$ cat src/design/vcps_pkg.sv
// Shared types, constants and the arctangent table for the velocity command converter.
// No dependencies.
package vcps_pkg;

  localparam int unsigned FracBits       = 10;
  localparam int unsigned AtanIterations = 14;
  localparam int unsigned AtanTableLen   = 20;
  localparam int unsigned QuotBits       = 12;   // divider stages, one quotient bit each

  localparam int unsigned OneQ      = 1 << FracBits;
  localparam int unsigned KTenth    = (OneQ + 5) / 10;
  localparam int unsigned KHundredth = (OneQ + 50) / 100;
  localparam int unsigned KFifth    = (2 * OneQ + 5) / 10;
  localparam int unsigned KHalf     = OneQ / 2;
  localparam int unsigned KWheelbase = (27 * OneQ + 5) / 10;

  localparam int unsigned XyW   = 30;  // CORDIC x/y datapath
  localparam int unsigned ZW    = 32;  // CORDIC angle, Q.30
  localparam int unsigned AngW  = 36;  // angle with small-speed branch
  localparam int unsigned DenW  = 22;

  typedef enum logic [2:0] {
    RegMaxSteer   = 3'd0,
    RegThrGain    = 3'd1,
    RegBrkGain    = 3'd2,
    RegSpeedTol   = 3'd3,
    RegSteerDb    = 3'd4,
    RegThrDb      = 3'd5,
    RegBrkDb      = 3'd6
  } cfg_idx_e;

  typedef enum logic [1:0] {
    GearNeutral = 2'd0,
    GearForward = 2'd1,
    GearReverse = 2'd2
  } gear_e;

  typedef struct packed {
    logic                   use_cordic;
    logic signed [AngW-1:0] small_ang;
  } steer_side_t;

  typedef struct packed {
    logic neg;
    logic zero;
  } div_side_t;

  typedef struct packed {
    logic [11:0] thr_gain;
    logic [11:0] brk_gain;
    logic [11:0] speed_tol;
    logic [10:0] thr_db;
    logic [10:0] brk_db;
  } pedal_cfg_t;

  typedef struct packed {
    logic [10:0] thr;
    logic [10:0] brk;
    gear_e       gear;
  } pedal_res_t;

  function automatic logic [ZW-1:0] atan_q30(input int unsigned i);
    logic [ZW-1:0] t;
    case (i)
      0:  t = 32'd843314856;
      1:  t = 32'd497837829;
      2:  t = 32'd263043836;
      3:  t = 32'd133525158;
      4:  t = 32'd67021686;
      5:  t = 32'd33543515;
      6:  t = 32'd16775850;
      7:  t = 32'd8388437;
      8:  t = 32'd4194282;
      9:  t = 32'd2097149;
      10: t = 32'd1048575;
      11: t = 32'd524287;
      12: t = 32'd262143;
      13: t = 32'd131071;
      14: t = 32'd65535;
      15: t = 32'd32767;
      16: t = 32'd16383;
      17: t = 32'd8191;
      18: t = 32'd4095;
      default: t = 32'd2047;
    endcase
    return t;
  endfunction

endpackage

$ cat src/design/vcps_cordic.sv
// Pipelined CORDIC vectoring unit, one iteration per register stage.
// Depends on vcps_pkg.
module vcps_cordic #(
  parameter int unsigned Iter = vcps_pkg::AtanIterations
) (
  input  logic                              clk_i,
  input  logic                              rst_ni,
  input  logic                              en_i,
  input  logic                              valid_i,
  input  logic signed [vcps_pkg::XyW-1:0]   x_i,
  input  logic signed [vcps_pkg::XyW-1:0]   y_i,
  input  vcps_pkg::steer_side_t             side_i,
  output logic                              valid_o,
  output logic signed [vcps_pkg::ZW-1:0]    z_o,
  output vcps_pkg::steer_side_t             side_o
);
  import vcps_pkg::*;

  logic                v_q    [Iter+1];
  logic signed [XyW-1:0] x_q  [Iter+1];
  logic signed [XyW-1:0] y_q  [Iter+1];
  logic signed [ZW-1:0]  z_q  [Iter+1];
  steer_side_t         side_q [Iter+1];

  assign v_q[0]    = valid_i;
  assign x_q[0]    = x_i;
  assign y_q[0]    = y_i;
  assign z_q[0]    = '0;
  assign side_q[0] = side_i;

  for (genvar i = 0; i < Iter; i++) begin : g_iter
    logic signed [XyW-1:0] xs, ys, x_d, y_d;
    logic signed [ZW-1:0]  z_d;
    assign xs = x_q[i] >>> i;
    assign ys = y_q[i] >>> i;
    always_comb begin
      if (!y_q[i][XyW-1]) begin
        x_d = x_q[i] + ys;
        y_d = y_q[i] - xs;
        z_d = z_q[i] + $signed(atan_q30(i));
      end else begin
        x_d = x_q[i] - ys;
        y_d = y_q[i] + xs;
        z_d = z_q[i] - $signed(atan_q30(i));
      end
    end
    always_ff @(posedge clk_i or negedge rst_ni) begin
      if (!rst_ni) begin
        v_q[i+1] <= 1'b0;
      end else if (en_i) begin
        v_q[i+1] <= v_q[i];
      end
    end
    always_ff @(posedge clk_i) begin
      if (en_i) begin
        x_q[i+1]    <= x_d;
        y_q[i+1]    <= y_d;
        z_q[i+1]    <= z_d;
        side_q[i+1] <= side_q[i];
      end
    end
  end

  assign valid_o = v_q[Iter];
  assign z_o     = z_q[Iter];
  assign side_o  = side_q[Iter];

endmodule

$ cat config.mk
export PLATFORM = sky130hd
export DESIGN_NAME = vcps_cordic
export DESIGN_NICKNAME = d
export VERILOG_FILES = /design/src/design/vcps_pkg.sv /design/src/design/vcps_cordic.sv
export SDC_FILE = /design/constraint.sdc
export NUM_CORES = 2
export LEC_CHECK = 0
export BUFFER_PORTS_ARGS = -buffer_cell sky130_fd_sc_hd__buf_4
export CELL_PAD_IN_SITES_DETAIL_PLACEMENT = 0
export CELL_PAD_IN_SITES_GLOBAL_PLACEMENT = 1
export CORE_MARGIN = 1
export CORE_UTILIZATION = 47
export DETAILED_ROUTE_END_ITERATION = 8
export PLACE_DENSITY_LB_ADDON = 0.1
export SETUP_SLACK_MARGIN = 0.15
export SYNTH_ARGS = -nofsm -noshare
export SYNTH_HDL_FRONTEND = slang
export SYNTH_SLANG_ARGS = --single-unit
$ cat constraint.sdc
create_clock -name clk_i -period 4.65 [get_ports clk_i]
set_input_delay 0.6975 -clock clk_i [delete_from_list [all_inputs] [get_ports clk_i]]
set_output_delay 0.6975 -clock clk_i [all_outputs]
set_load 0.005 [all_outputs]
# After elaboration in Yosys (flattened, before gate mapping)
# Index checks and enable logic that the tools add are counted.
# W data, S select, Z words.
# word_totals
regBits,1730
mem_bits_rw,0
in_bits,101
rom_bits,0
mem_count,0
wordCells,195
output_inout_bits,70
latch_bits,0
# op_classes
n_addsub,75
div_mod_pow,0
shift,0
n_mul,0
n_bitwise,0
reduce_logical,0
muxes,39
order_cmp,0
n_eq_ne,0
# ops
op,count
$mux W30,25
$mux W32,14
$add A30 B19 Y30,2
$add A30 B20 Y30,2
$add A30 B21 Y30,2
$add A30 B22 Y30,2
$add A30 B23 Y30,2
$add A30 B24 Y30,2
$add A30 B25 Y30,2
$add A30 B26 Y30,2
$add A30 B27 Y30,2
$add A30 B28 Y30,2
$add A30 B29 Y30,2
$sub A30 B19 Y30,2
$sub A30 B20 Y30,2
$sub A30 B21 Y30,2
$sub A30 B22 Y30,2
$sub A30 B23 Y30,2
$sub A30 B24 Y30,2
$sub A30 B25 Y30,2
$sub A30 B26 Y30,2
$sub A30 B27 Y30,2
$sub A30 B28 Y30,2
$sub A30 B29 Y30,2
other kinds (30),31

# Depth between registers and ports, before layout
# logic_depth
depth_word,2
ltp_mapped,20
depth_no_buf,20

# Worst setup path before layout
# No wires, ideal clock.
# synth_path
path_kind,register to register
startpoint,"register y_q, in the netlist g_iter[10].ys[19]"
endpoint,"register z_q[125] (netlist name), data pin"
slack_ns,-0.040
path_buffers,1
setup_time_ns,0.258
stages_incl_launch_ff,15
arrival_ns,4.432
required_time_ns,4.392
cell_sequence,edfxtp_1 > clkbuf_1 > clkinv_1 > ha_1 > fa_1 > a211oi_1 > o21ai_0 > a2111oi_0 > o21ai_0 > a2111oi_0 > o31ai_1 > nand2_1 > nand3_1 > a31oi_1 > xnor2_1
# synth_between
elab_chain_len,1
# synth_lines
item,line_no,text
start: declaration,vcps_cordic.sv:21,logic signed [XyW-1:0] y_q [Iter+1];
start signal: indexed assignment,vcps_cordic.sv:57,y_q[i+1] <= y_d;
$mux W32,vcps_cordic.sv:37,if (!y_q[i][XyW-1]) begin
named net g_iter[10].z_d[29],vcps_cordic.sv:33,logic signed [ZW-1:0] z_d;
end signal: indexed assignment,vcps_cordic.sv:58,z_q[i+1] <= z_d;
end: declaration,vcps_cordic.sv:22,logic signed [ZW-1:0] z_q [Iter+1];
# The timed path passes the listed nets, and every way through them passes these cells.
# A chain may end at the register's enable or synchronous reset.

# Final worst setup path
# layout_path
startpoint,"register y_q, in the netlist g_iter[1].ys[1]"
endpoint,"register x_q, in the netlist g_iter[2].xs[26], data pin"
# layout_between
elab_chain_len,2
elab_cells_between_ends,3
# layout_lines
item,line_no,text
$add A30 B29 Y30 / $sub A30 B29 Y30 (equally long branches),"vcps_cordic.sv:38, vcps_cordic.sv:42",
$mux W30 *,vcps_cordic.sv:37,
named net g_iter[1].x_d[28],vcps_cordic.sv:32,"logic signed [XyW-1:0] xs, ys, x_d, y_d;"
end signal: indexed assignment,vcps_cordic.sv:56,x_q[i+1] <= x_d;
end: declaration,vcps_cordic.sv:20,logic signed [XyW-1:0] x_q [Iter+1];
# The timed path passes the listed nets; every way through them passes the cells marked *.

==> flow_summary.toml <==
[run_status]
outcome = "completed"

[clock_network]
path_clk_slew_ns = 0.06
htree_levels = 4
cts_sinks = 1643
numCtsBuffers = 188
clockBufferDepth = 3
root_buffer = "clkbuf_16"
cts_tree = "done"
insertion_delay_ns = 0.88

[critical_path]
start_kind = "flip-flop"
criticalPathCategory = "reg -> reg"
crit_arrival_ns = 4.92
crit_required_ns = 5.24
critPathCaptureType = "flip-flop"
cp_max_fo = 5

[die]
row_count = 181
start_util_pct = 47.39
die_x_um = 497.7
die_h_um = 497.7
core_region_area_um2 = 243700
io_pins = 171
die_area_um2 = 247700

[timing]
fin_skew_ns = 0.08630
rsz0062_at_grt = "yes"
timing_hold_violations_final = 0
max_slew_margin_pct = 39.04
fmax_mhz = 230.6
period_minus_slack_ns = 4.337
slew_violations = 0
fin_crit_sh_pct = 93.27
finalWorstSetupSlack_ns = 0.3127
fin_tns_setup_ns = 0
worst_pin_slew_ns = 0.8914
finalSetupViolations = 0

[layout]
drive_gt1_share_pct = 9.299
register_area_um2 = 49270
nNetsFinal = 13080
final_area_um2 = 130500
layoutNonFillerInstCount = 15100
area_growth_pct = 13.04
nFillCells = 21610
multiInputGateArea_um2 = 63820

[global_routing]
overflow = 0
grt_max_degree = 127
antenna_found_initial = 5
grt_pass1_vias = 84150
grt_pass1_wl_um = 462100
grtUsageTotal_pct = 23.16

[routing]
antenna_left = 0
wl_um = 294000
drt_iter0_drc = 5618
via_count = 85720
post_drt_wl_per_cell_um = 19.47
viasPerCell = 5.678
first_pass_iters = 5
drt_drc_violations_left = 0

[logic_synthesis]
synth.top_cell.area_share_pct = 42.36
synthFlopType = "edfxtp_1"
synth_xor_area_share_pct = 10.82
netlist_area_um2 = 115500
yosysSeqAreaShare_pct = 42.67
synthAdderAreaFrac_pct = 13.68
syn-num-nets = 12550
ys_async_sr_fraction_pct = 0.8521
synth_top_family_by_area = "compound AO/OA/AOI/OAI gates"
postSynthCellCount = 11210
yosysTopAreaCell = "edfxtp_1"
netlist_top_cells_area = "edfxtp_1 (42%), ha_1 (13%), xnor2_1 (7.1%)"
yosys_warnings = 0
synth-edff-count = 1629
synth_mux_area_share_pct = 0.6025
synth-simple-area-share_pct = 12.19
synth-compound-area-share_pct = 17.42
avgSynthCellArea_um2 = 10.30
synth_cell_types = 85
synth-seq-cells = 1643

[placed_design]
dpl.cell_count = 14700
place.gp.congestion = 0.8992
place_ws_ns = -0.1410
io_buffer_count = 169
dp_hpwl_um = 229100
place_area_um2 = 122700

[min_path]
min_path_type = "in -> reg"

[flow_run]
max-cap-violations = 0
==> registers in the layout, summed over array words and instances, names as in the netlist <==
name,flops
x_q,66
g_iter.xs,282
z_o,31
side_o,37
side_q,481
y_q,77
v_q,13
z_q,372
valid_o,1
g_iter.ys,283
==> path summary, 6_finish.rpt <==
path	startpoint	to	slack, ns	depth (start not counted)
max reg2reg	g_iter[1].ys[1]	g_iter[2].xs[26]	0.31	19
min reg2reg	side_q[475]	side_q[438]	0.38	0
max in group asynchronous	rst_ni	valid_o	4.25	2
min	x_i[29]	g_iter[1].ys[28]	0.21	2
max	g_iter[1].ys[1]	g_iter[2].xs[26]	0.31	19
min in group asynchronous	rst_ni	v_q[10]	0.23	2
==> layout by cell type (no fill, tap or decap), types with 49 or more instances in the layout <==
master,n
xnor2_1,934
nor2b_1,183
o21a_1,191
nor2_1,999
o21bai_1,138
and2_1,73
nand3_1,189
o21ai_0,502
a211oi_1,98
inv_1,467
and3_1,83
clkbuf_16,189
nor3_1,258
nand4_1,92
or3_1,61
a21oi_1,1093
xor2_1,490
edfxtp_1,1629
nand2_1,543
nand2b_1,165
or2_2,49
o31ai_1,54
buf_4,546
a31oi_1,124
ha_1,1211
a21o_1,473
==> cell families (layout without fill, tap and decap cells) <==
logic type	Yosys count	in the layout
compound gates	3163	3163
xor+xnor	1426	1426
fa+ha+maj	1243	1243
buf+inv	739	1426
flops	1643	1643
mux	65	65
other cells	1	2
simple gates	2927	2927
==> cell usage after synthesis, drive strengths merged (36+ instances only) <==
master and count:
a21oi 1103, a21o 473, nand2b 165, o211ai 45, edfxtp 1629, or2 49, nor2 1004, and3 84
ha 1211, inv 468, and2 76, a31oi 128, nor3 286, mux2 36, o21ai 516, xnor2 935
nand3 190, nor2b 183, o31ai 55, nand4 92, clkbuf 168, nor4 64, or3 61, o41ai 39
o21bai 138, a211oi 101, nand2 544, o21a 191, xor2 491, buf 98
==> worst max-delay path: stages, from the launching register on <==
cell and delay [ns]:
edfxtp_1 0.44, inv_1 0.11, ha_1 0.19, nand2_1 0.09
nor3_2 0.21, nand2_1 0.25, nor2_1 0.26, nor2_1 0.08
xnor2_1 0.15, ha_1 0.38, inv_1 0.08, o21bai_1 0.19
a21oi_1 0.09, o21ai_0 0.28, nor3b_1 0.11, a21oi_2 0.35
a2111oi_4 0.15, o41ai_1 0.37, a21oi_1 0.14, xnor2_1 0.13
==> per-layer routing <==
layer | track usage, % | up-vias | share of wire, %
met1 | 30.11 | 41070 | 45
met3 | 2.744 | 450 | 3.8
met4 | 7.880 | 2 | 3.3
li1 | - | 42560 | -
met5 | 0 | - | 0.0044
met2 | 39.76 | 1627 | 48
==> final cells by class <==
cell class                      instances  area share, %
Antenna cell                            1       0.001917
Sequential cell                      1643          37.74
Multi-Input combinational cell       8825          48.89
Inverter                              473          1.364
Clock inverter                        128          1.421
Timing Repair Buffer                  609          3.806
Clock buffer                          216          3.701
Tap cell                             3202          3.069
==> stage by stage <==
| step | hold WS [ns] | util [%] |
|---|---|---|
| 6_report | 0.2060 | 53.57 |
| 5_1_grt | 0.1697 | 53.57 |
| 4_1_cts | 0.1345 | 53.25 |
| 3_5_place_dp | 0.4045 | 50.33 |
| 3_3_place_gp | 0.4003 | 50.33 |
| 2_1_floorplan | 0.4003 | - |
==> repair_timing <==
item	4_1_cts	5_1_grt
hold buffers	39	0
endpoints found under the hold margin	52	0
resized for setup	11	135
pin swaps	0	10
endpoints found under the setup margin	20	130
setup buffers	0	15
Power is left out: the tool's default activity adds up to more than one toggle a clock period on the data nets, which glitch-free logic cannot reach.
