===== src/design/vcps_pkg.sv =====
// Shared types, constants and the arctangent table for the velocity command converter.
// No dependencies.
package vcps_pkg;

  localparam int unsigned FracBits       = 10;
  localparam int unsigned AtanIterations = 14;
  localparam int unsigned AtanTableLen   = 20;
  localparam int unsigned QuotBits       = 12;   // divider stages, one quotient bit each

  localparam int unsigned OneQ      = 1 << FracBits;
  localparam int unsigned KTenth    = (OneQ + 5) / 10;
  localparam int unsigned KHundredth = (OneQ + 50) / 100;
  localparam int unsigned KFifth    = (2 * OneQ + 5) / 10;
  localparam int unsigned KHalf     = OneQ / 2;
  localparam int unsigned KWheelbase = (27 * OneQ + 5) / 10;

  localparam int unsigned XyW   = 30;  // CORDIC x/y datapath
  localparam int unsigned ZW    = 32;  // CORDIC angle, Q.30
  localparam int unsigned AngW  = 36;  // angle with small-speed branch
  localparam int unsigned DenW  = 22;

  typedef enum logic [2:0] {
    RegMaxSteer   = 3'd0,
    RegThrGain    = 3'd1,
    RegBrkGain    = 3'd2,
    RegSpeedTol   = 3'd3,
    RegSteerDb    = 3'd4,
    RegThrDb      = 3'd5,
    RegBrkDb      = 3'd6
  } cfg_idx_e;

  typedef enum logic [1:0] {
    GearNeutral = 2'd0,
    GearForward = 2'd1,
    GearReverse = 2'd2
  } gear_e;

  typedef struct packed {
    logic                   use_cordic;
    logic signed [AngW-1:0] small_ang;
  } steer_side_t;

  typedef struct packed {
    logic neg;
    logic zero;
  } div_side_t;

  typedef struct packed {
    logic [11:0] thr_gain;
    logic [11:0] brk_gain;
    logic [11:0] speed_tol;
    logic [10:0] thr_db;
    logic [10:0] brk_db;
  } pedal_cfg_t;

  typedef struct packed {
    logic [10:0] thr;
    logic [10:0] brk;
    gear_e       gear;
  } pedal_res_t;

  function automatic logic [ZW-1:0] atan_q30(input int unsigned i);
    logic [ZW-1:0] t;
    case (i)
      0:  t = 32'd843314856;
      1:  t = 32'd497837829;
      2:  t = 32'd263043836;
      3:  t = 32'd133525158;
      4:  t = 32'd67021686;
      5:  t = 32'd33543515;
      6:  t = 32'd16775850;
      7:  t = 32'd8388437;
      8:  t = 32'd4194282;
      9:  t = 32'd2097149;
      10: t = 32'd1048575;
      11: t = 32'd524287;
      12: t = 32'd262143;
      13: t = 32'd131071;
      14: t = 32'd65535;
      15: t = 32'd32767;
      16: t = 32'd16383;
      17: t = 32'd8191;
      18: t = 32'd4095;
      default: t = 32'd2047;
    endcase
    return t;
  endfunction

endpackage


===== src/design/vcps_div.sv =====
// Pipelined restoring divider with saturation to one, one quotient bit per stage.
// Depends on vcps_pkg.
module vcps_div (
  input  logic                         clk_i,
  input  logic                         rst_ni,
  input  logic                         en_i,
  input  logic                         valid_i,
  input  logic [vcps_pkg::AngW-1:0]    num_i,
  input  logic [vcps_pkg::DenW-1:0]    den_i,
  input  vcps_pkg::div_side_t          side_i,
  output logic                         valid_o,
  output logic [vcps_pkg::FracBits:0]  quot_o,
  output vcps_pkg::div_side_t          side_o
);
  import vcps_pkg::*;

  localparam int unsigned RemW = AngW + 1;

  logic                v_q    [QuotBits+1];
  logic [RemW-1:0]     rem_q  [QuotBits+1];
  logic [DenW-1:0]     den_q  [QuotBits+1];
  logic [QuotBits-1:0] quo_q  [QuotBits+1];
  logic                ovf_q  [QuotBits+1];
  div_side_t           side_q [QuotBits+1];

  assign v_q[0]    = valid_i;
  assign rem_q[0]  = {1'b0, num_i};
  assign den_q[0]  = den_i;
  assign quo_q[0]  = '0;
  assign side_q[0] = side_i;
  // quotient of QuotBits+1 bits or more saturates anyway
  assign ovf_q[0]  = ({1'b0, num_i} >= ({{(RemW-DenW){1'b0}}, den_i} << QuotBits));

  for (genvar k = 0; k < QuotBits; k++) begin : g_bit
    localparam int unsigned Sh = QuotBits - 1 - k;
    logic [RemW-1:0] dsh;
    logic            ge;
    assign dsh = {{(RemW-DenW){1'b0}}, den_q[k]} << Sh;
    assign ge  = rem_q[k] >= dsh;
    always_ff @(posedge clk_i or negedge rst_ni) begin
      if (!rst_ni) begin
        v_q[k+1] <= 1'b0;
      end else if (en_i) begin
        v_q[k+1] <= v_q[k];
      end
    end
    always_ff @(posedge clk_i) begin
      if (en_i) begin
        rem_q[k+1]  <= ge ? rem_q[k] - dsh : rem_q[k];
        quo_q[k+1]  <= quo_q[k] | (QuotBits'(ge) << Sh);
        den_q[k+1]  <= den_q[k];
        ovf_q[k+1]  <= ovf_q[k];
        side_q[k+1] <= side_q[k];
      end
    end
  end

  always_comb begin
    if (ovf_q[QuotBits] || quo_q[QuotBits] > QuotBits'(OneQ)) begin
      quot_o = (FracBits+1)'(OneQ);
    end else begin
      quot_o = quo_q[QuotBits][FracBits:0];
    end
  end

  assign valid_o = v_q[QuotBits];
  assign side_o  = side_q[QuotBits];

endmodule


===== config.mk =====
export PLATFORM = sky130hd
export DESIGN_NAME = vcps_div
export DESIGN_NICKNAME = d
export VERILOG_FILES = /design/src/design/vcps_pkg.sv /design/src/design/vcps_div.sv
export SDC_FILE = /design/constraint.sdc
export NUM_CORES = 1
export LEC_CHECK = 0
export ABC_AREA = 1
export BUFFER_PORTS_ARGS = -buffer_cell sky130_fd_sc_hd__buf_2
export CORE_MARGIN = 1.5
export CORE_UTILIZATION = 39
export DETAILED_ROUTE_END_ITERATION = 12
export PLACE_DENSITY = 0.59
export SYNTH_ARGS = -nofsm -noshare
export SYNTH_HDL_FRONTEND = slang
export SYNTH_SLANG_ARGS = --single-unit

===== constraint.sdc =====
create_clock -name clk_i -period 2.75 [get_ports clk_i]
set_input_delay 0.275 -clock clk_i [delete_from_list [all_inputs] [get_ports clk_i]]
set_output_delay 0.275 -clock clk_i [all_outputs]
set_load 0.01 [all_outputs]

# [After elaboration in Yosys (flattened, before gate mapping)]
# Cells that the tools add are included.
[totals] reg_bits=830 in_bits=64 output_inout_bits=14 wordCells=132
[op_classes] n_addsub=11 n_lt_le_gt_ge=14 muxes=12 bitwise=11 reduce_logical=1
[ops] cell="$mux 37" count=10
[ops] cell="$ge 37x22->1" count=1
[ops] cell="$ge 37x23->1" count=1
[ops] cell="$ge 37x24->1" count=1
[ops] cell="$ge 37x25->1" count=1
[ops] cell="$ge 37x26->1" count=1
[ops] cell="$ge 37x27->1" count=1
[ops] cell="$ge 37x28->1" count=1
[ops] cell="$ge 37x29->1" count=1
[ops] cell="$ge 37x30->1" count=1
[ops] cell="$ge 37x31->1" count=1
[ops] cell="$ge 37x32->1" count=1
[ops] cell="$sub 36x33->37" count=1
[ops] cell="$sub 37x23->37" count=1
[ops] cell="$sub 37x24->37" count=1
[ops] cell="$sub 37x25->37" count=1
[ops] cell="$sub 37x26->37" count=1
[ops] cell="$sub 37x27->37" count=1
[ops] cell="$sub 37x28->37" count=1
[ops] cell="$sub 37x29->37" count=1
[ops] cell="$sub 37x30->37" count=1
[ops] cell="$sub 37x31->37" count=1
[ops] cell="$sub 37x32->37" count=1
[ops] cell="$ge 36x33->1" count=1
[ops] cell="other kinds (16)" count=16

# [Depth between registers and ports, before layout]
[depth] ltp_word=3 ltp_mapped=17 depth_no_buf=16

# [Least setup slack after synthesis]
# No wires, ideal clock.
[synth_path] path_kind="register -> register" from="register rem_q[75] (netlist name)" to="register rem_q[58] (netlist name) (data pin)" setup_ns=0.258 arrival_time_ns=2.060 required_ns=2.492 slack_ns=0.432 path_stages_with_launch=14 n_path_buf=1 synth_period_minus_slack_ns=2.318 path_cell_list="edfxtp_1 -> inv_1 -> ha_1 -> inv_1 -> fa_1 -> nand3_1 -> nand3_1 -> nand4_1 -> nand3_1 -> nand2_1 -> nand2_4 -> inv_2 -> buf_2 -> o21ai_1"
[synth_between] elab_chain_len=2 elab_cells_between_ends=3
[synth_rtl] item="start, declared" line_no="vcps_div.sv:20" rtl="logic [RemW-1:0] rem_q [QuotBits+1];"
[synth_rtl] item="start signal, assigned by index" line_no="vcps_div.sv:49" rtl="rem_q[k+1] <= ge ? rem_q[k] - dsh : rem_q[k];"
[synth_rtl] item="$sub 37x23->37 / $ge 37x23->1 (equally long branches)" line_no="vcps_div.sv:49, vcps_div.sv:39"
[synth_rtl] item="$mux 37 (*)" line_no="vcps_div.sv:49"
# Every way passes the cells marked *; elsewhere a longest branch is shown, timed or not.
# A chain may end at the register's enable or synchronous reset.

# [Worst setup path after layout]
[layout_path] from="register den_q[83] (netlist name)" to="register rem_q[77] (netlist name) (data pin)"
[layout_between] elab_chain_len=2
[layout_rtl] item="start, declared" line_no="vcps_div.sv:21" rtl="logic [DenW-1:0] den_q [QuotBits+1];"
[layout_rtl] item="start signal, assigned by index" line_no="vcps_div.sv:51" rtl="den_q[k+1] <= den_q[k];"
[layout_rtl] item="$ge 37x24->1" line_no="vcps_div.sv:39" rtl="assign ge = rem_q[k] >= dsh;"
[layout_rtl] item="$mux 37" line_no="vcps_div.sv:49"
# No other way between the ends.

==> summary.md <==
| Metric | Value |
|---|---|
| Clock Skew | `0.0281 ns` |
| CP required | `3.15 ns` |
| Mux contribution to synthesized area | `0` |
| DP Wirelength | `128 mm` |
| Synth Area in Compound Gates | `0.0633` |
| IO Pins | `78` |
| WS Path Type | `register to register` |
| Final RePlAce weighted congestion | `0.968` |
| Clock network fraction of design power | `0.237` |
| Total Wirelength | `158 mm` |
| Final instance area | `0.0569 mm^2` |
| Post-Synth XOR/XNOR Area | `0.0284` |
| Die Height | `360 um` |
| WL/cell | `19.0 um` |
| Final hold violations | `0` |
| Crit path time final | `2.63 ns` |
| Vias per Instance | `5.11` |
| CP startpoint kind | `register` |
| Combinational Power Share | `0.410` |
| P_int | `30.6 mW` |
| Crit end category | `register` |
| Min-delay worst type | `input pin to register` |
| Initial drt markers | `4,113` |
| Main flop type after synthesis | `edfxtp_1` |
| N_diodes | `0` |
| Die Wd | `360 um` |
| Starting density of the core | `0.394` |
| Number of flops mapped to enable cells by yosys | `763` |
| RSZ-0062 raised after global routing | `true` |
| Antenna-violating nets left | `0` |
| # rows | `130` |
| DRC errors left | `0` |
| Slowest CP cell | `edfxtp_1` |
| Max-cap viol count | `0` |
| First-pass GRT wire length | `238 mm` |
| Core area | `0.126 mm^2` |
| Hold depth | `1` |
| Post-Syn Area | `0.0497 mm^2` |
| Post-synth ARST share | `0.0155` |
| Worst VDD drop | `0.000497 V` |
| Post-synth top area cell | `edfxtp_1` |
| CTS tree | `built` |
| Final period util | `0.957` |
| Most frequent CP cell | `nand2_1` |
| CP Depth | `12` |
| Largest cells by area after synthesis | `edfxtp_1 46%, nand2_1 16%, inv_1 7.8%, ha_1 7.2%, nor2_1 4.1%` |
| Adder-Cell Fraction of Synth Area | `0.0764` |
| Post-Syn Nets | `6,621` |
| Mapped Cells | `6,260` |
| Relative max-transition margin | `0.496` |
| Power per Cell Area | `905 mW/mm^2` |
| Layout cells sized above 1 | `0.0704` |
| Final Max Tran Viols | `0` |
| Maximum fanout along the worst path | `19` |
| Number of global-route vias before repair | `40,100` |
| Post-Layout Cell Count | `8,312` |
| Synth Area in Simple Gates | `0.278` |
| Syn Area/Cell | `7.94 um^2` |
| TritonRoute pass-1 iters | `6` |
| Dpl cells | `8,087` |
| Status | `complete, no violations` |
| Worst-Skew Late Latency | `0.68 ns` |
| Final core utilization | `0.452` |
| Synthesized flop and latch total | `775` |
| Largest family of logic cells by synthesized area | `simple AND/OR/NAND/NOR gates` |
| Area Overhead vs Synth | `14.6%` |
| Worst R2R Path Depth | `12` |
| Num CTS Buffers | `91` |
| Vias | `42,500` |
| Synth unique cells | `53` |
| Seq pwr share | `0.353` |
| Largest stage delay on the critical path | `0.46 ns` |
| Sw Share | `0.406` |
| Port-buffer cells | `77` |
| Leak | `26.6 nW` |
| Placed inst area | `0.0532 mm^2` |
| Fmax | `380 MHz` |
| Yosys warns | `0` |
| Total track usage | `0.239` |
| Max clock buf depth | `3` |
| Reg clk slew, reported paths | `0.06 ns` |
| Clk root buf | `clkbuf_16` |
| CP Buf/Inv Count | `3` |
| Total grt overflow | `0` |
| Post-CTS setup buffers | `0` |
| Switch Pwr | `20.9 mW` |
| # clock sinks | `775` |
| # nets final | `6,948` |
| H-tree depth | `3` |
| Worst path cell trace | `inv_1 > ha_1 > nand2_1 > nor2_2 > nand2_1 > inv_1 > nand4_1 > nand3_1 > nand2_1 > nand2_2 > buf_4 > o21ai_0` |
| Full die area | `0.130 mm^2` |
| Initial antenna violation count | `0` |
| Largest net degree at the start of global routing | `96` |
| Post-synth top area share | `0.461` |
| Setup-failing EPs final | `0` |
| Cell family with most CP delay | `simple AND/OR/NAND/NOR gates` |
| Sequential-to-total area share from yosys stat | `0.467` |
| CP arrival | `3.03 ns` |
| Worst slew pin tran | `0.748 ns` |
-- sequential cells by signal, summed over array words and instances (netlist names) --
register	count
rem_q	407
den_q	242
quo_q	78
side_q	22
ovf_q	12
v_q	11
side_o	2
valid_o	1
-- cell type report --
class                      instances  area [um^2]
inverter                        1041         3920
multi-input combinational       4389        22300
tap                             1650         2060
clock inverter                    63          619
timing repair buffer             289         2400
sequential                       775        23200
clock buffer                     105         2370
fill                           12600        69100
-- worst register-to-register path: cells and delay by family, from the launching register on --
kind | cells | cell delay [ns]
adder cells (fa/ha/maj) | 1 | 0.36
buffers and inverters | 3 | 0.48
AND/OR/NAND/NOR | 7 | 0.91
AO/OA/AOI/OAI | 1 | 0.16
flip-flops | 1 | 0.46
-- per-stage QoR --
| stage | power (mW) | worst slack [ns] | hold slack [ns] | TNS, ns |
|---|---|---|---|---|
| after floorplan | 31.9 | 0.432 | -0.0206 | 0 |
| after detailed placement | 39.0 | -0.0585 | 0.165 | -0.728 |
| after global routing | 55.1 | -0.0158 | 0.00416 | -0.0881 |
| after global placement | 39.0 | -0.143 | 0.160 | -2.55 |
| final | 51.5 | 0.117 | 0.0524 | 0 |
| after CTS | 51.5 | 0.0320 | 0.00176 | 0 |
-- placed cells by master, fill, tap and decap left out, types with 14 or more instances in the layout --
cell type / n
buf_2: 76
edfxtp_1: 763
xnor2_1: 45
dlygate4sd3_1: 54
clkinv_1: 20
buf_12: 21
inv_1: 1027
a21oi_1: 322
ha_1: 284
nand3b_1: 32
nand3_1: 337
clkinv_2: 17
o21ai_0: 217
xor2_1: 116
clkbuf_16: 93
nand2_1: 2099
nor3_1: 81
nor2_1: 535
nand4_1: 133
buf_4: 133
nand2_2: 14
nor4_1: 28
-- path summary, 6_finish.rpt --
kind                            slack [ns]                 from                   to
worst max register to register        0.12  den_q[83]$_DFFE_PP_  rem_q[77]$_DFFE_PP_
worst max-delay path                  0.12  den_q[83]$_DFFE_PP_  rem_q[77]$_DFFE_PP_
worst min register to register        0.41  quo_q[31]$_DFFE_PP_  quo_q[19]$_DFFE_PP_
max in group asynchronous             1.74               rst_ni   v_q[6]$_DFFE_PN0P_
worst min-delay path                  0.05                 en_i  side_q[9]$_DFFE_PP_
min in group asynchronous             0.66               rst_ni   v_q[5]$_DFFE_PN0P_
-- synthesized netlist by cell type (3+ instances only) --
master    instances
a211oi_1          4
a21boi_0          4
a21o_1            5
a21oi_1         323
a21oi_2           8
and2_1            8
and3_1            3
buf_2            34
buf_4             9
buf_6            11
clkbuf_1          4
dfrtp_1          12
edfxtp_1        763
fa_1             11
ha_1            286
inv_1          1027
inv_2            12
nand2_1        2105
nand2_2           8
nand3_1         341
nand3_2           8
nand3b_1         32
nand4_1         133
nor2_1          540
nor2_2            9
nor3_1           81
nor3_2            5
nor4_1           29
o211ai_1          4
o21a_1            3
o21ai_0         217
o21ai_1          12
o21ai_2           3
o21bai_1         12
or2_1             5
or2_2             9
xnor2_1          45
xor2_1          116
-- what timing repair did --
| item | CTS | global route |
|---|---|---|
| cloned | 0 | 3 |
| endpoints found under the setup margin | 23 | 186 |
| hold endpoints to repair | 64 | 0 |
| pin swaps | 0 | 3 |
| gates resized for setup | 4 | 32 |
| hold buffers | 54 | 0 |
-- power groups by stage --
stage	combinational, mW	clock, mW	sequential [mW]
4_1_cts	20.8	12.6	18.2
6_report	21.1	12.2	18.2
5_1_grt	23.8	13.0	18.3
3_3_place_gp	20.5	0	18.5
2_1_floorplan	14.6	0	17.2
3_5_place_dp	20.6	0	18.4
-- layer usage --
layer	up-vias	routed length [um]	share of wire	global-route usage
met1	19900	71600	0.45	0.331
li1	21100	-	-	-
met3	226	9490	0.060	0.0323
met2	1316	72500	0.46	0.390
met5	-	0	0	0
met4	0	4360	0.028	0.0660
-- cells by family (layout without fill, tap and decap cells) --
family,count (synthesis),after routing
adder cells (fa/ha/maj),297,297
XOR/XNOR,161,161
AO/OA/AOI/OAI,599,600
flip-flops,775,775
AND/OR/NAND/NOR,3329,3331
buffers and inverters,1099,1498
Note: power is estimated with default switching activity, not from simulation.
