$ cat config.mk
export PLATFORM = sky130hd
export DESIGN_NAME = vcps_pedal
export DESIGN_NICKNAME = d
export VERILOG_FILES = /design/src/design/vcps_pkg.sv /design/src/design/vcps_pedal.sv
export SDC_FILE = /design/constraint.sdc
export NUM_CORES = 2
export LEC_CHECK = 0
export ABC_AREA = 1
export BUFFER_PORTS_ARGS = -buffer_cell sky130_fd_sc_hd__clkbuf_2
export CAP_MARGIN = 0
export CORE_ASPECT_RATIO = 0.5
export CORE_MARGIN = 10
export CORE_UTILIZATION = 66
export CTS_BUF_LIST = sky130_fd_sc_hd__clkbuf_8
export DETAILED_ROUTE_END_ITERATION = 6
export MAX_ROUTING_LAYER = met4
export PLACE_DENSITY = 0.84
export SETUP_SLACK_MARGIN = 0.3
export SYNTH_ARGS = -nofsm -noshare
export SYNTH_HDL_FRONTEND = slang
export SYNTH_SLANG_ARGS = --single-unit
export TNS_END_PERCENT = 20
$ cat constraint.sdc
create_clock -name clk_i -period 8.4 [get_ports clk_i]
set_input_delay 0.42 -clock clk_i [delete_from_list [all_inputs] [get_ports clk_i]]
set_output_delay 0.42 -clock clk_i [all_outputs]
set_load 0.01 [all_outputs]
$ cat src/design/vcps_pkg.sv
// Shared types, constants and the arctangent table for the velocity command converter.
// No dependencies.
package vcps_pkg;

  localparam int unsigned FracBits       = 10;
  localparam int unsigned AtanIterations = 14;
  localparam int unsigned AtanTableLen   = 20;
  localparam int unsigned QuotBits       = 12;   // divider stages, one quotient bit each

  localparam int unsigned OneQ      = 1 << FracBits;
  localparam int unsigned KTenth    = (OneQ + 5) / 10;
  localparam int unsigned KHundredth = (OneQ + 50) / 100;
  localparam int unsigned KFifth    = (2 * OneQ + 5) / 10;
  localparam int unsigned KHalf     = OneQ / 2;
  localparam int unsigned KWheelbase = (27 * OneQ + 5) / 10;

  localparam int unsigned XyW   = 30;  // CORDIC x/y datapath
  localparam int unsigned ZW    = 32;  // CORDIC angle, Q.30
  localparam int unsigned AngW  = 36;  // angle with small-speed branch
  localparam int unsigned DenW  = 22;

  typedef enum logic [2:0] {
    RegMaxSteer   = 3'd0,
    RegThrGain    = 3'd1,
    RegBrkGain    = 3'd2,
    RegSpeedTol   = 3'd3,
    RegSteerDb    = 3'd4,
    RegThrDb      = 3'd5,
    RegBrkDb      = 3'd6
  } cfg_idx_e;

  typedef enum logic [1:0] {
    GearNeutral = 2'd0,
    GearForward = 2'd1,
    GearReverse = 2'd2
  } gear_e;

  typedef struct packed {
    logic                   use_cordic;
    logic signed [AngW-1:0] small_ang;
  } steer_side_t;

  typedef struct packed {
    logic neg;
    logic zero;
  } div_side_t;

  typedef struct packed {
    logic [11:0] thr_gain;
    logic [11:0] brk_gain;
    logic [11:0] speed_tol;
    logic [10:0] thr_db;
    logic [10:0] brk_db;
  } pedal_cfg_t;

  typedef struct packed {
    logic [10:0] thr;
    logic [10:0] brk;
    gear_e       gear;
  } pedal_res_t;

  function automatic logic [ZW-1:0] atan_q30(input int unsigned i);
    logic [ZW-1:0] t;
    case (i)
      0:  t = 32'd843314856;
      1:  t = 32'd497837829;
      2:  t = 32'd263043836;
      3:  t = 32'd133525158;
      4:  t = 32'd67021686;
      5:  t = 32'd33543515;
      6:  t = 32'd16775850;
      7:  t = 32'd8388437;
      8:  t = 32'd4194282;
      9:  t = 32'd2097149;
      10: t = 32'd1048575;
      11: t = 32'd524287;
      12: t = 32'd262143;
      13: t = 32'd131071;
      14: t = 32'd65535;
      15: t = 32'd32767;
      16: t = 32'd16383;
      17: t = 32'd8191;
      18: t = 32'd4095;
      default: t = 32'd2047;
    endcase
    return t;
  endfunction

endpackage

$ cat src/design/vcps_pedal.sv
// Gear, throttle and brake: registered products, then registered pedal decision.
// Depends on vcps_pkg.
module vcps_pedal (
  input  logic                clk_i,
  input  logic                en_i,
  input  vcps_pkg::pedal_cfg_t cfg_i,
  input  logic signed [15:0]  ts_i,
  input  logic signed [15:0]  ms_i,
  output vcps_pkg::pedal_res_t res_o
);
  import vcps_pkg::*;

  typedef enum logic [1:0] {
    ModeStop,
    ModeReversal,
    ModeDrive
  } mode_e;

  logic signed [16:0] err;
  logic signed [17:0] e_d;
  logic [16:0]        ts_abs, ms_abs, err_abs;
  logic               rev_d;
  mode_e              mode_d;
  gear_e              gear_d;

  mode_e              mode_q;
  gear_e              gear_q;
  logic signed [17:0] e_q;
  logic [16:0]        err_abs_q;
  logic               slow_q;
  logic signed [30:0] pt_q;
  logic [28:0]        pb_q, pr_q;
  logic [16:0]        stop_b_q;

  assign err     = 17'(ts_i) - 17'(ms_i);
  assign ts_abs  = ts_i[15] ? 17'(-17'(ts_i)) : 17'(ts_i);
  assign ms_abs  = ms_i[15] ? 17'(-17'(ms_i)) : 17'(ms_i);
  assign err_abs = err[16] ? 17'(-err) : 17'(err);

  always_comb begin
    rev_d = 1'b0;
    if (ts_abs <= 17'(KHundredth)) begin
      mode_d = ModeStop;
      gear_d = GearNeutral;
      e_d    = 18'(err);
    end else if (!ts_i[15]) begin
      gear_d = GearForward;
      rev_d  = $signed(17'(ms_i)) < -$signed(17'(KHundredth));
      mode_d = rev_d ? ModeReversal : ModeDrive;
      e_d    = 18'(err);
    end else begin
      gear_d = GearReverse;
      rev_d  = $signed(17'(ms_i)) > $signed(17'(KHundredth));
      mode_d = rev_d ? ModeReversal : ModeDrive;
      e_d    = -18'(err);
    end
  end

  always_ff @(posedge clk_i) begin
    if (en_i) begin
      mode_q    <= mode_d;
      gear_q    <= gear_d;
      e_q       <= e_d;
      err_abs_q <= err_abs;
      slow_q    <= ms_abs < 17'(KTenth);
      pt_q      <= $signed({1'b0, cfg_i.thr_gain}) * e_d;
      pb_q      <= cfg_i.brk_gain * err_abs;
      pr_q      <= cfg_i.brk_gain * ms_abs;
      stop_b_q  <= (ms_abs >> 1) + 17'(KTenth);
    end
  end

  logic signed [21:0] tv;
  logic [18:0]        bn;
  logic [19:0]        br;
  logic [16:0]        bs;
  pedal_res_t         res_d;

  always_comb begin
    res_d.gear = gear_q;
    res_d.thr  = '0;
    res_d.brk  = '0;
    tv = '0;
    bn = pb_q[28:FracBits];
    br = 20'(pr_q[28:FracBits]) + 20'(KFifth);
    bs = stop_b_q;
    case (mode_q)
      ModeStop: begin
        if (bs > 17'(KHalf)) bs = 17'(KHalf);
        if (bs < 17'(cfg_i.brk_db)) bs = 17'(cfg_i.brk_db);
        res_d.brk = (bs > 17'(OneQ)) ? 11'(OneQ) : bs[10:0];
      end
      ModeReversal: begin
        res_d.brk = (br > 20'(OneQ)) ? 11'(OneQ) : br[10:0];
      end
      ModeDrive: begin
        if (err_abs_q > 17'(cfg_i.speed_tol)) begin
          tv = 22'(pt_q >>> FracBits);
          if (tv > $signed(22'(OneQ))) tv = 22'(OneQ);
          if (slow_q && e_q > 0) tv = tv + 22'(KTenth);
        end
        if (tv > 0 && tv < $signed({11'd0, cfg_i.thr_db})) tv = {11'd0, cfg_i.thr_db};
        if (e_q > 0) begin
          res_d.thr = (tv > $signed(22'(OneQ))) ? 11'(OneQ) : tv[10:0];
        end else begin
          res_d.brk = (bn > 19'(OneQ)) ? 11'(OneQ) : bn[10:0];
        end
      end
      default: ;
    endcase
  end

  always_ff @(posedge clk_i) begin
    if (en_i) begin
      res_o <= res_d;
    end
  end

endmodule

# [Yosys cells after proc, flatten, opt, wreduce, memory -nomap -nowiden]
# Index checks and enable logic that the tools add are counted.
# W data, S select, Z words.
[totals] register_bits=170 word_cells=75 out_inout_bits=24 in_bits=92
[op_classes] muxes=27 eq_ne=2 multipliers=3 n_reduce_logical=5 n_addsub=8 magnitude_cmp=15 bitwise=2
[ops] operator="$mux W22" n=8
[ops] operator="$mux W17" n=7
[ops] operator="$mul A12 B17 Y29" n=2
[ops] operator="$mux W11" n=5
[ops] operator="$mux W18" n=2
[ops] operator="$neg A16 Y17" n=2
[ops] operator="$pmux W11 S3" n=1
[ops] operator="$mul A13 B18 Y31" n=1
[ops] operator="$add A22 B7 Y22 const B" n=1
[ops] operator="$gt A22 B1 Y1 const B" n=1
[ops] operator="$gt A22 B12 Y1 const B" n=1
[ops] operator="$lt A22 B12 Y1" n=1
[ops] operator="$gt A21 B12 Y1 const B" n=1
[ops] operator="$add A19 B8 Y20 const B" n=1
[ops] operator="$gt A20 B11 Y1 const B" n=1
[ops] operator="$gt A19 B11 Y1 const B" n=1
[ops] operator="$gt A18 B1 Y1 const B" n=1
[ops] operator="$neg A17 Y18" n=1
[ops] operator="$add A16 B7 Y17 const B" n=1
[ops] operator="$gt A17 B10 Y1 const B" n=1
[ops] operator="$gt A17 B11 Y1 const B" n=1
[ops] operator="$gt A17 B12 Y1" n=1
[ops] operator="$le A17 B4 Y1 const B" n=1
[ops] operator="$lt A17 B11 Y1" n=1
[ops] operator="other kinds (13)" n=18

# [Longest topological paths before layout]
[depth] word_depth=14 mapped_depth=43 ltp_nobuf=43

# [Worst setup path after synthesis]
# OpenSTA, ideal clock, no wires.
[synth_path] kind="input -> register" start="input port ts_i[0]" end="register pb_q[28], data pin" setup_time_ns=0.253 cell_stages=41 path_buffers=3 t_arrival_ns=7.447 path_slack_ns=0.700 required_ns=8.147 cell_sequence="inv_1 -> ha_1 -> fa_1 -> inv_1 -> nand3_1 -> nand2_1 -> nand2_1 -> nand2_1 -> a21oi_2 -> o21ai_1 -> a21oi_1 -> o21ai_0 -> nand2_1 -> nand2_1 -> nand2_1 -> buf_2 -> buf_2 -> o21ai_0 -> (+5 left out) -> inv_1 -> fa_1 -> inv_1 -> fa_1 -> inv_1 -> fa_1 -> inv_1 -> ha_1 -> a21oi_1 -> inv_1 -> a31oi_1 -> inv_1 -> a21oi_1 -> nor2_1 -> a2111oi_0 -> nand2_1 -> nand2_1 -> nand2_1"
[synth_between] elab_chain_len=4
[synth_rtl] item="start, declared" line_no="vcps_pedal.sv:7" text="input logic signed [15:0] ts_i,"
[synth_rtl] item="$sub A16 B16 Y17 (*)" line_no="vcps_pedal.sv:35" text="assign err = 17'(ts_i) - 17'(ms_i);"
[synth_rtl] item="$neg A17 Y17" line_no="vcps_pedal.sv:38" text="assign err_abs = err[16] ? 17'(-err) : 17'(err);"
[synth_rtl] item="$mux W17 (*)" line_no="vcps_pedal.sv:38"
[synth_rtl] item="via err_abs[7]" line_no="vcps_pedal.sv:21" text="logic [16:0] ts_abs, ms_abs, err_abs;"
[synth_rtl] item="$mul A12 B17 Y29 (*)" line_no="vcps_pedal.sv:67" text="pb_q <= cfg_i.brk_gain * err_abs;"
[synth_rtl] item="end signal, assigned" line_no="vcps_pedal.sv:67"
[synth_rtl] item="end, declared" line_no="vcps_pedal.sv:32" text="logic [28:0] pb_q, pr_q;"
# The timed path passes the listed nets; every way through them passes the cells marked *.
# A chain may end at the register's enable or synchronous reset.

# [Worst setup path after layout]
[layout_path] start="input port ms_i[2]" end="register pt_q[28], data pin"
[layout_between] elab_chain_len=5
[layout_rtl] item="start, declared" line_no="vcps_pedal.sv:8" text="input logic signed [15:0] ms_i,"
[layout_rtl] item="$sub A16 B16 Y17 (*)" line_no="vcps_pedal.sv:35"
[layout_rtl] item="$neg A17 Y18" line_no="vcps_pedal.sv:55" text="e_d = -18'(err);"
[layout_rtl] item="$mux W18" line_no="vcps_pedal.sv:46" text="end else if (!ts_i[15]) begin"
[layout_rtl] item="$mux W18 (*)" line_no="vcps_pedal.sv:42" text="if (ts_abs <= 17'(KHundredth)) begin"
[layout_rtl] item="$mul A13 B18 Y31 (*)" line_no="vcps_pedal.sv:66" text="pt_q <= $signed({1'b0, cfg_i.thr_gain}) * e_d;"
[layout_rtl] item="end signal, assigned" line_no="vcps_pedal.sv:66"
[layout_rtl] item="end, declared" line_no="vcps_pedal.sv:31" text="logic signed [30:0] pt_q;"
# Mark *: on every way between the ends. The rest lies on a longest branch, timed or not.

==> impl_metrics.py <==
metrics = {
    "status": {
        "status": "finished clean",
    },
    "logic_synthesis": {
        "syn_inst": 3961,
        "synth_seq_cells": 140,
        "yosys.area.top_type_share": 0.3240,
        "synth_most_common_cell": "inv_1",
        "synth_edf_count": 140,
        "syn_area_sq_mm": 0.03053,
        "netlist-cell-type-count": 53,
        "synth-main-ff-cell": "edfxtp_1",
        "synth_top_area_cell": "fa_1",
        "seq_area_frac_synth": 0.1377,
        "syn_area_per_cell_sq_um": 7.707,
        "yosys-top-cells-area": "fa_1 (32%), edfxtp_1 (14%), inv_1 (12%)",
        "async_flop_share": 0,
        "synth_common_cells": "inv_1 (941), nand2_1 (902), fa_1 (494), nor2_1 (419), ha_1 (250)",
        "yosys_warnings": 0,
    },
    "sta": {
        "worst_slew_pin_slew_ns": 1.028,
        "setup_violations": 0,
        "final.min_clock_period_ns": 7.786,
        "whs_ns": 0.3782,
        "worst_slack_ns": 0.6136,
        "drv_slew": 0,
        "slew_headroom": 0.3148,
        "finalClockSkew_ns": 0.03077,
        "finalHoldViolCount": 0,
        "rsz0062_at_grt": "true",
        "fin_crit_sh": 0.9270,
        "fmax_ghz": 0.1284,
    },
    "layout": {
        "finalNetCount": 4913,
        "diodes": 0,
        "final_util": 0.7142,
        "drive_gt1_frac": 0.07066,
        "area_delta_synth_final_pct": 6.255,
        "fillers": 3638,
    },
    "floorplanning": {
        "fp-row-count": 55,
        "start_util": 0.6721,
        "dieArea_sq_mm": 0.05578,
        "core_area_sq_mm": 0.04542,
        "die_w_um": 324.1,
        "die_h_um": 172.1,
        "io_pins": 116,
    },
    "clock_tree": {
        "h-tree-depth": 4,
        "clk_pin_slew_worst_paths_ns": 0.11,
        "clk-insertion-delay-late_ns": 0.54,
        "hold_buffers": 0,
        "cts.sinks": 140,
        "cts_tree": "built",
        "cts_buffers": 17,
        "cts_root_buf": "clkbuf_8",
        "cts_max_path_buffers": 2,
    },
    "worst_setup_path": {
        "end_kind": "flip-flop",
        "crit_fanout": 6,
        "cp_slowest_cell": "fa_1",
        "cp_data_required_time_ns": 8.68,
        "crit_top_cell": "inv_1",
        "cp-start-kind": "input port",
        "path_class": "input port to flip-flop",
        "critical_path_arrival_ns": 8.07,
        "max_stage_delay_ns": 0.56,
    },
    "hold_path": {
        "hold_class": "input port to flip-flop",
    },
    "placed_design": {
        "place_ws_ns": -0.1313,
        "io_buffers": 115,
        "dp_hpwl_um": 69210,
        "gp_congestion": 1.003,
    },
    "drt": {
        "drtAntennaViolNets": 0,
        "routedWlPerCell_um": 18.05,
        "drc": 0,
        "drt_iter0_drc": 2684,
        "vias_per_cell": 5.667,
        "routed_wl_um": 84610,
        "dr.pass1.iters": 6,
        "vias": 26570,
    },
    "global_route": {
        "grt_max_degree": 79,
        "track_usage": 0.3229,
        "antenna_found_initial": 0,
        "grt_pass1_vias": 27050,
        "grt_pass1_wl_um": 138500,
        "grt.overflow.total": 0,
    },
    "flow_run": {
        "max_cap_viol_count": 0,
    },
}
## layout by cell type (no fill, tap or decap), types with 19 or more instances in the layout
| master | instances |
|---|---|
| xor2_1 | 85 |
| nor4_1 | 21 |
| clkinv_1 | 19 |
| inv_1 | 941 |
| fa_1 | 494 |
| nand3_1 | 133 |
| nor3_1 | 35 |
| buf_4 | 63 |
| nand2_1 | 899 |
| nor2_2 | 21 |
| xnor2_1 | 24 |
| a21oi_1 | 125 |
| ha_1 | 247 |
| nand4_1 | 42 |
| edfxtp_1 | 140 |
| nor2_1 | 413 |
| clkbuf_2 | 114 |
| o21ai_0 | 80 |
## registers in the layout (all words and copies together) (netlist names)
name and count:
pb_q 19, res_o 24, pt_q 21, slow_q 1
stop_b_q 17, mode_q 2, err_abs_q 17, e_q 18
pr_q 19, gear_q 2
## worst max-delay path: cells and delay by family
family | cells | cell delay, ns
simple gates | 13 | 1.11
buf+inv | 9 | 0.82
xor+xnor | 1 | 0.47
fa+ha+maj | 8 | 3.52
compound gates | 8 | 1.74
## per-layer routing
layer,GRT usage,part of all wire,up-vias,routed length [um]
met3,0.07234,0.10,264,8670
met1,0.4040,0.40,12720,33890
li1,-,-,12180,-
met2,0.5185,0.46,1405,38820
met5,-,0,-,0
met4,0.1107,0.038,0,3226
## cell families after synthesis
logic type	Yosys count	share of synthesized area
XOR/XNOR	111	0.03209
flip-flops	140	0.1377
AO/OA/AOI/OAI	300	0.05738
adder cells (fa/ha/maj)	744	0.4264
other	2	0.0002460
AND/OR/NAND/NOR	1603	0.2142
buffers and inverters	1061	0.1319
## through the flow
stage / instances / TNS (ns) / instance area (sq um)
final: 4688 / 0 / 32440
after global routing: 4688 / 0 / 32440
after CTS: 4685 / 0 / 32330
after detailed placement: 4653 / -0.1313 / 31960
after global placement: 4653 / -0.002284 / 31960
after floorplan: 3974 / 0 / 30580
## timing repair
action / 4_1_cts / 5_1_grt
resized for setup: 0 / 27
buffers inserted: 0 / 3
endpoints found under the setup margin: 0 / 18
## final cells by class
class	count	area, sq um	area share
multi-input cells	2773	22420	0.6913
flip-flops and latches	140	4204	0.1296
inverters	967	3633	0.1120
repair buffers	178	1055	0.03252
well taps	598	748.2	0.02307
clock buffers	17	234.0	0.007213
clock inverters	15	140.1	0.004320
## worst paths after layout
kind,slack [ns],cells after the start,start,endpoint
worst max-delay path,0.61,39,ms_i[2],pt_q[28]$_DFFE_PP_
worst min-delay path,0.38,5,cfg_i[12],res_o[14]$_SDFFCE_PP0P_
worst max register to register,3.36,28,err_abs_q[4]$_DFFE_PP_,res_o[19]$_SDFFCE_PP0P_
worst min register to register,0.45,0,gear_q[1]$_SDFFCE_PP0P_,res_o[1]$_DFFE_PP_
Power is not shown: default switching activity piles up to over one toggle a cycle in this logic, so the estimate is an artifact.
